===== config.mk =====
export PLATFORM = sky130hd
export DESIGN_NAME = hufd_apb
export DESIGN_NICKNAME = d
export VERILOG_FILES = /design/src/sv/hufd_pkg.sv /design/src/sv/hufd_apb.sv
export SDC_FILE = /design/constraint.sdc
export NUM_CORES = 1
export LEC_CHECK = 0
export ABC_AREA = 1
export BUFFER_PORTS_ARGS = -buffer_cell sky130_fd_sc_hd__buf_2
export CAP_MARGIN = 30
export CORE_ASPECT_RATIO = 1.4
export CORE_MARGIN = 5
export CORE_UTILIZATION = 34
export DETAILED_ROUTE_END_ITERATION = 8
export PLACE_DENSITY = 0.87
export SLEW_MARGIN = 20
export SYNTH_ARGS = -nofsm -noshare
export SYNTH_HDL_FRONTEND = slang
export SYNTH_SLANG_ARGS = --single-unit

===== constraint.sdc =====
create_clock -name clk -period 2.5 [get_ports clk]
set_input_delay 0.75 -clock clk [delete_from_list [all_inputs] [get_ports clk]]
set_output_delay 0.75 -clock clk [all_outputs]
set_load 0.02 [all_outputs]

===== src/sv/hufd_pkg.sv =====
`timescale 1ns / 1ps
// Shared types and constants for the Huffman tree builder and decoder.
// No dependencies.
package hufd_pkg;

	localparam int MAX_SYMBOLS = 256;
	localparam int WEIGHT_BITS = 24;
	localparam int NODE_COUNT  = 2 * MAX_SYMBOLS - 1;
	localparam int INNER_COUNT = MAX_SYMBOLS - 1;
	localparam int IDX_W       = 9;
	localparam int NW_W        = 33;

	typedef enum logic [1:0] {
		REQ_LOAD   = 2'd0,
		REQ_BUILD  = 2'd1,
		REQ_CODE   = 2'd2,
		REQ_DECODE = 2'd3
	} req_kind_t;

	typedef enum logic [6:0] {
		ST_IDLE = 7'b0000001,
		ST_CLR  = 7'b0000010,
		ST_SCAN = 7'b0000100,
		ST_WR1  = 7'b0001000,
		ST_WR2  = 7'b0010000,
		ST_CODE = 7'b0100000,
		ST_DEC  = 7'b1000000
	} state_t;

	typedef struct packed {
		logic [1:0]  req_type;
		logic [7:0]  symbol;
		logic [23:0] weight;
		logic        code_bit;
	} req_t;

	typedef struct packed {
		logic        symbol_valid;
		logic [7:0]  symbol_out;
		logic [63:0] code_bits;
		logic [7:0]  code_length;
		logic        code_too_long;
		logic        tree_ready;
		logic [31:0] total_weight;
	} rsp_t;

	typedef struct packed {
		logic [8:0] count;
		logic       wr;
	} cfg_t;

endpackage


===== src/sv/hufd_apb.sv =====
`timescale 1ns / 1ps
// APB register slave holding symbol_count.
// Depends on hufd_pkg.
module hufd_apb (
	input  logic              clk,
	input  logic              arst_n,
	input  logic              psel,
	input  logic              penable,
	input  logic              pwrite,
	input  logic [2:0]        paddr,
	input  logic [31:0]       pwdata,
	output logic [31:0]       prdata,
	output logic              pready,
	output hufd_pkg::cfg_t    cfg
);
	logic [8:0] count_q;
	logic       hit;

	assign pready = 1'b1;
	assign hit    = psel && penable && pwrite && (paddr[2] == 1'b0);

	always_ff @(posedge clk or negedge arst_n) begin
		if (!arst_n) begin
			count_q <= 9'd256;
		end else if (hit) begin
			count_q <= pwdata[8:0];
		end
	end

	assign prdata    = (paddr[2] == 1'b0) ? {23'd0, count_q} : 32'd0;
	assign cfg.count = count_q;
	assign cfg.wr    = hit;
endmodule


* Word level (Yosys, flattened, before mapping)
Cells that the tools add are included.
Word-level totals: input bits 40, flip-flop bits (word level) 9, output and inout port bits 43, logic and storage cells 6
Operators by class: reduce and logical (&&, ||, !) cells 3, bitwise gates (word level) 1, mux-type cells 1
Operators with widths (number):
- 9-bit 2-to-1 mux | 1
- 1-bit logical AND | 3
- 1-bit NOT | 1

* Depth between registers and ports, before layout
depth in word-level cells 3, gate-level depth with buffers 5, gate-level depth less buffers 5

* Least setup slack after synthesis
OpenSTA, ideal clock, no wires.
kind input to output, start point input port paddr[2], end point output port cfg[0] (netlist bit), setup slack 0.448 ns, data required time 1.750 ns, buffers on the path 2, arrival time 1.302 ns, stages 5, cell sequence buf_6 > nor2_8 > nand2_4 > inv_1 > buf_4
Between the ends: longest elaborated chain between the ends 2
RTL lines:
- start, declared | RTL line hufd_apb.sv:10 | input logic [2:0] paddr,
- 1-bit NOT
- 1-bit logical AND | RTL line hufd_apb.sv:20 | assign hit = psel && penable && pwrite && (paddr[2] == 1'b0);
- end, declared | RTL line hufd_apb.sv:14 | output hufd_pkg::cfg_t cfg
No other way between the ends.

==> metrics.yaml <==
grt_pass1_vias: 504
wl_per_cell_um: 9.22
critPathKind: "in -> out"
drv_cap: 0
grt_max_degree: 11
slew_violations: 0
setup_viol: 0
start_util: 0.366
numPortBuffers: 33
synthAdderAreaFrac: 0
swShare: 0.415
critPathCaptureType: "output port"
chipHeight_um: 62.1
vias: 543
drt.antenna.violating_nets: 0
routed_wl_mm: 1.30
cts_buffers: 3
setup_tns_ns: 0
arrival_ns: 1.46
finalCriticalPeriod_ns: 2.21
rsz0062_at_grt: "no"
power_frac_seq: 0.390
grt_pass1_wl_mm: 2.01
regToRegSetupSlack_ns: 1.80
cp_max_fo: 10
ir_drop_mv: 0.317
hold_path_class: "in -> async"
drt_iter0_drc: 12
hold_violations: 0
cts_max_level: 1
track_usage: 0.0881
areaGrowthSynthToFinish_pct: 15.2
pre_cts_ws_ns: 0.265
synth_top_family_by_area: "buffers and inverters"
drc: 0
hpwlAfterDp_mm: 1.21
top_regs: "count_q (9)"
final_common_cell: "buf_2"
postSynthAreaPerCell_um2: 7.49
first_pass_iters: 3
crit_path_start: "paddr[2]"
largest-register: "count_q"
io_pins: 83
synth_xor_area_frac: 0
antenna_found_initial: 0
vias_per_cell: 3.85
final_cell_mix: "33 x buf_2, 24 x conb_1, 19 x nand2_1"
power_density_nw_per_um2: 660
power_frac_clock: 0.208
leakagePower_nw: 0.521
clock_path_buffers: 2
routabilityCongestion: 0.649
synthesis.area_um2: 659
skew_ns: 0
post-route-period-util: 0.886
fmax_ghz: 0.452
stdcell_count: 141
die_area_um2: 2930
reg2regPathDepth: 2
ys_ff_latch: 9
n_antenna_cell: 0
clockRootBuffer: "clkbuf_4"
holdBufCountCts: 0
final_nets: 162
seq_area_frac_synth: 0.343
cts_tree: "built"
rows: 18
required_ns: 1.75
switchingPower_uw: 208
grt_remaining_overflow: 0
synth-simple-area-share: 0.275
muxShareOfSynthArea: 0
startpoint_type: "input port"
cts.sinks: 9
timing.rr.end: "count_q[8]"
status: "completed"
reg2reg_from: "count_q[8]"
postLayoutSetupSlackWorst_ns: 0.286
synth.distinct_cells: 12
cp-endpoint: "cfg[0]"
dp.cells: 137
die_x_um: 47.2
drive_above_1_share: 0.331
clk_pin_slew_ns: 0.06
combPwrFrac: 0.402
insertion_delay_ns: 0.25
cts_setup_buffers: 0
core_um2: 1800
yosysWarnings: 0
largest_reg_flops: 9
synth_cells: 88
synth_compound_area_frac: 0
p_int_uw: 293
cts_resized: 0
[power by group through the flow]
stage	Combinational [mW]	Clock [mW]	Sequential, mW
2_1_floorplan	0.132	0	0.231
3_3_place_gp	0.199	0	0.197
3_5_place_dp	0.203	0	0.199
4_1_cts	0.203	0.107	0.196
5_1_grt	0.221	0.115	0.200
6_report	0.201	0.104	0.196
[layout make-up]
| cell class | instances | area, um^2 |
|---|---|---|
| Tap cell | 20 | 25.0 |
| Inverter | 12 | 45.0 |
| Clock buffer | 4 | 26.3 |
| Timing Repair Buffer | 33 | 165 |
| Multi-Input combinational cell | 63 | 272 |
| Sequential cell | 9 | 226 |
| Fill cell | 207 | 1040 |
[Yosys cell counts]
library cell  count  area share
nand2_1          19        0.11
inv_2             1      0.0057
nor2_1            9       0.051
nor2_8            1       0.030
inv_1            11       0.063
nand2_4           1       0.017
nand3_1           9       0.068
buf_4            25        0.28
buf_6             1       0.017
dfrtp_1           8        0.30
conb_1            2       0.011
dfstp_2           1       0.040
[layer usage]
layer  global-route usage  wire length, um  up-vias
li1                     -                -      278
met1                0.101              440      227
met4               0.0208                8        0
met3               0.0202              178        2
met2                0.154              672       36
met5                    0                0        -
[kinds of logic after synthesis]
family                 count (synthesis)
buffers and inverters                 38
AND/OR/NAND/NOR                       39
flip-flops                             9
other                                  2
[how the worst min path moves through the flow]
stage                     cells after the start          to  startpoint
final                                         1  count_q[7]      arst_n
after global routing                          1  count_q[7]      arst_n
after CTS                                     1  count_q[7]      arst_n
after detailed placement                      2  count_q[8]  count_q[8]
after global placement                        2  count_q[8]  count_q[8]
after floorplan                               0  count_q[0]      arst_n
[worst max-delay path, stage by stage]
cell and delay, ns:
buf_2 0.18, nor2_8 0.21, nand2_4 0.11, inv_1 0.06
buf_2 0.15
[through the flow]
step	cell area [um^2]	utilization	total power, mW	hold slack, ns
after global placement	733	0.407	0.396	0.462
after CTS	759	0.422	0.507	0.336
after detailed placement	733	0.407	0.402	0.471
after floorplan	742	-	0.363	0.454
after global routing	759	0.422	0.536	0.339
final	759	0.422	0.501	0.334
(Power assumes the default switching activity.)
