==> config.mk <==
export PLATFORM = sky130hd
export DESIGN_NAME = hufd_ram
export DESIGN_NICKNAME = d
export VERILOG_FILES = /design/src/sv/hufd_ram.sv
export SDC_FILE = /design/constraint.sdc
export NUM_CORES = 2
export LEC_CHECK = 0
export BUFFER_PORTS_ARGS = -buffer_cell sky130_fd_sc_hd__buf_2
export CAP_MARGIN = 20
export CORE_ASPECT_RATIO = 0.5
export CORE_MARGIN = 3
export CORE_UTILIZATION = 45
export CTS_CLUSTER_SIZE = 25
export DETAILED_ROUTE_END_ITERATION = 16
export PLACE_DENSITY_LB_ADDON = 0.25
export SLEW_MARGIN = 20
export SYNTH_ARGS = -nofsm -noshare
export SYNTH_HDL_FRONTEND = slang
export SYNTH_MEMORY_MAX_BITS = 65536
export SYNTH_SLANG_ARGS = --single-unit
==> constraint.sdc <==
create_clock -name clk -period 2.05 [get_ports clk]
set_input_delay 0 -clock clk [delete_from_list [all_inputs] [get_ports clk]]
set_output_delay 0 -clock clk [all_outputs]
set_load 0.05 [all_outputs]
==> src/sv/hufd_ram.sv <==
`timescale 1ns / 1ps
// Simple dual-port synchronous RAM, one write and one registered read port.
// No dependencies.
module hufd_ram #(
	parameter int WIDTH = 9,
	parameter int DEPTH = 511,
	parameter int AW    = $clog2(DEPTH)
) (
	input  logic             clk,
	input  logic             we,
	input  logic [AW-1:0]    waddr,
	input  logic [WIDTH-1:0] wdata,
	input  logic [AW-1:0]    raddr,
	output logic [WIDTH-1:0] rdata
);
	logic [WIDTH-1:0] mem [DEPTH];

	always_ff @(posedge clk) begin
		if (we) begin
			mem[waddr] <= wdata;
		end
		rdata <= mem[raddr];
	end
endmodule

Word level (Yosys, flattened, before mapping)
Memories as Yosys holds them, arrays and structs flattened. A register that Yosys moved wholly into a read port is not among the register bits.
Index checks and enable logic that the tools add are counted.
{"block": "classes", "muxes": 2}
{"operator": "2-to-1 mux 1 bit", "n": 2}
{"block": "totals", "output_inout_bits": 9, "ff_bits": 0, "ram_bits": 4599, "n_memories": 1}
{"name": "mem", "depth": 511, "word_bits": 9, "rd": 1, "rd_clocked_by_memory_dff": 1, "write_ports": 1, "line_no": "16", "source": "logic [WIDTH-1:0] mem [DEPTH];"}

Depth between registers and ports, before layout
{"block": "depth", "word_depth": 2, "ltp_mapped": 14}

Worst setup path before layout
OpenSTA, ideal clock, no wires.
{"block": "synth_path", "kind": "input -> register", "startpoint": "input raddr[0]", "endpoint": "register rdata[3] (read register of mem)", "n_path_buf": 3, "arrival_ns": 2.026, "path_slack_ns": -0.095, "path_stages": 8, "required_time_ns": 1.931, "path_cell_list": "buf_6 -> buf_12 -> buf_2 -> mux4_2 -> mux4_2 -> o2111ai_1 -> nand4_1 -> o221a_1"}
{"element": "start: declaration", "line_no": "13", "source": "input logic [AW-1:0] raddr,"}
{"element": "end: declaration", "line_no": "14", "source": "output logic [WIDTH-1:0] rdata"}

==> impl_metrics.env <==
export IMPL_r2r_end="rdata[7]"
export IMPL_drv_cap=0
export IMPL_ant_nets=0
export IMPL_p_leak_uw=0.06974
export IMPL_irDropWorstVdd_mv=0.7389
export IMPL_setup_viol_count_final=9
export IMPL_firstDrtPassIters=5
export IMPL_dp_hpwl_um=317600
export IMPL_io_pin_count=38
export IMPL_vias_per_cell=6.004
export IMPL_grt_max_degree=138
export IMPL_critPathRequiredTime_ns=2.89
export IMPL_clkTransAtPathRegs_ns=0.07
export IMPL_totalWireLength_um=495300
export IMPL_fp_row_count=163
export IMPL_worstMarginPinSlew_ns=1.062
export IMPL_drc_errors=0
export IMPL_power_density_nw_per_um2=914.9
export IMPL_syn_avg_cell_area_um2=20.80
export IMPL_fin_ws_ns=-0.8112
export IMPL_synth_ff_type="edfxtp_1"
export IMPL_cts_tree="yes"
export IMPL_yosysMostFrequentCell="edfxtp_1"
export IMPL_fmax_mhz=349.5
export IMPL_syn_nets=8671
export IMPL_reg2reg_slack_ns=-0.81
export IMPL_fillers=30410
export IMPL_timing_rr_start="mem[28][7]"
export IMPL_start_util=0.4539
export IMPL_clockRootBuffer="clkbuf_16"
export IMPL_synth_yosys_seq_area_share=0.7693
export IMPL_synth_top_cell_area_share=0.7683
export IMPL_worst_setup_path_end_kind="flip-flop"
export IMPL_clk_latency_ns=0.95
export IMPL_cts_path_max_buffers=4
export IMPL_worst_setup_path_type="reg -> reg"
export IMPL_multi_input_area_um2=38660
export IMPL_htreeDepth=5
export IMPL_crit_arrival_ns=3.70
export IMPL_die_y_um=452.9
export IMPL_avgRoutedWirePerCell_um=31.34
export IMPL_async_reset_ff_frac=0
export IMPL_postSynthCellCount=8642
export IMPL_crit_fanout=1
export IMPL_synth_cell_area_um2=179800
export IMPL_ys_top_cells_by_count="edfxtp_1 (4,599), mux4_2 (876), mux2i_1 (641)"
export IMPL_r2r_cells=8
export IMPL_ff_latch_area_um2=138300
export IMPL_clock_sinks=4608
export IMPL_final_net_count=10210
export IMPL_violations="negative setup slack"
export IMPL_yosysTopAreaCell="edfxtp_1"
export IMPL_grt_pass1_wl_um=704800
export IMPL_hold_path_class="in -> reg"
export IMPL_fin_crit_ns=2.861
export IMPL_status="finished with violations"
export IMPL_setup_worst_path_start_class="flip-flop"
export IMPL_cts_inserted_buffers=412
export IMPL_core_area_um2=396100
export IMPL_dpl_worst_slack_ns=-1.956
export IMPL_die_area_um2=407500
export IMPL_startpoint="mem[28][7]"
export IMPL_rsz0062_at_grt="true"
export IMPL_post_route_period_util=1.396
export IMPL_port_buffers=37
export IMPL_finalHoldViolCount=0
export IMPL_grt_overflow=0
export IMPL_gp_congestion=0.8492
export IMPL_first_global_vias=93310
export IMPL_maxSlewHeadroom=0.2737
export IMPL_synth_edf_count=4599
export IMPL_yosys_cell_types_count=66
export IMPL_drv_slew=0
export IMPL_holdWs_ns=0.07413
export IMPL_endpoint="rdata[7]"
export IMPL_syn_to_final_growth_pct=17.95
export IMPL_dr_total_vias=94880
export IMPL_synth_area_leaders="edfxtp_1 (77%), mux4_2 (11%), mux2i_1 (3.6%)"
export IMPL_grt_usage=0.2394
export IMPL_drt_iter0_drc=13150
export IMPL_final_layout_size_suffix_gt1_frac=0.3173
export IMPL_ys_ff_latch=4608
export IMPL_antenna_found_initial=25
export IMPL_synth_warnings=0
export IMPL_die_w_um=899.8
export IMPL_finalClockSkew_ns=0.04033
-- area by class of cell --
class / instances / share of cell area
antenna: 7 / 0.00008262
multi-input combinational: 3482 / 0.1823
clock inverter: 264 / 0.01257
inverter: 2 / 0.00009442
clock buffer: 485 / 0.05062
sequential: 4608 / 0.6522
timing repair buffer: 1674 / 0.07096
tap: 5280 / 0.03116
-- state kept, by name, indices dropped and copies added, names as in the netlist --
signal and cells:
mem 4599, rdata 9
-- metal layers --
layer / global-route usage / vias to the layer above / share of wire
li1: - / 39200 / -
met2: 0.3746 / 4454 / 0.47
met3: 0.04461 / 639 / 0.093
met5: 0 / - / 0
met4: 0.05588 / 0 / 0.026
met1: 0.3534 / 50590 / 0.41
-- how the worst min path moves through the flow --
stage,startpoint,endpoint,slack [ns],cells after the start
CTS,raddr[7],rdata[3],0.001,5
detailed placement,wdata[3],mem[254][3],0.35,1
finish,wdata[1],mem[490][1],0.07,2
global route,raddr[5],rdata[8],0.04,5
global placement,wdata[3],mem[254][3],0.34,1
floorplan,wdata[0],mem[0][0],0.1,0
-- cell families after synthesis --
| logic type | after synthesis | share of synthesized area |
|---|---|---|
| flip-flops | 4608 | 0.7693 |
| multiplexers | 1555 | 0.1487 |
| buffers and inverters | 552 | 0.02227 |
| AND/OR/NAND/NOR | 1028 | 0.02438 |
| AO/OA/AOI/OAI | 899 | 0.03535 |
-- cells in the final DEF (no fill, tap or decap), types with 46 or more instances in the layout --
| master | synthesis | routed |
|---|---|---|
| nand2_1 | 197 | 175 |
| buf_12 | 54 | 187 |
| a21oi_1 | 179 | 171 |
| nor3_1 | 79 | 74 |
| mux4_2 | 876 | 879 |
| clkbuf_16 | 0 | 419 |
| bufinv_16 | 0 | 48 |
| mux2i_1 | 641 | 638 |
| clkbuf_1 | 218 | 66 |
| buf_4 | 26 | 1417 |
| a211oi_1 | 77 | 57 |
| a22oi_1 | 72 | 68 |
| nand3_1 | 56 | 46 |
| clkinv_1 | 1 | 95 |
| nor2_1 | 565 | 552 |
| edfxtp_1 | 4599 | 4599 |
| clkinv_2 | 0 | 81 |
| o221ai_1 | 186 | 174 |
| o22ai_1 | 155 | 148 |
-- worst max-delay path: stages, from the launching register on --
cell	delay (ns)
edfxtp_1	0.38
mux4_2	0.51
mux4_2	0.49
a311o_1	0.32
a31oi_4	0.23
buf_6	0.15
nand4_1	0.24
buf_4	0.25
and3_4	0.16
-- power breakdown --
part	switching, µW	leakage [µW]	internal, µW
Combinational	7380	0.0218	4530
Clock	34700	0.00654	43600
Sequential	102	0.0414	104000
Total	42200	0.0697	152000
-- metrics by stage --
step | utilization | total power, µW | instance area [µm²] | instances | TNS, ns
floorplan | - | 111200 | 179900 | 8642 | -0.007888
global placement | 0.4985 | 117300 | 197400 | 15030 | -14.36
detailed placement | 0.4985 | 117400 | 197400 | 15030 | -13.08
CTS | 0.5347 | 194900 | 211800 | 15800 | -4.310
global route | 0.5353 | 199100 | 212000 | 15800 | -4.521
finish | 0.5353 | 194000 | 212000 | 15800 | -4.188
-- timing repair --
item / CTS / global route
resized for setup: 140 / 59
buffers inserted: 1 / 1
gates cloned: 0 / 0
hold buffers: 25 / 0
pin swaps: 50 / 41
hold endpoints to repair: 5185 / 0
endpoints found under the setup margin: 10 / 25
No activity file was read; power rests on OpenSTA's default activity.
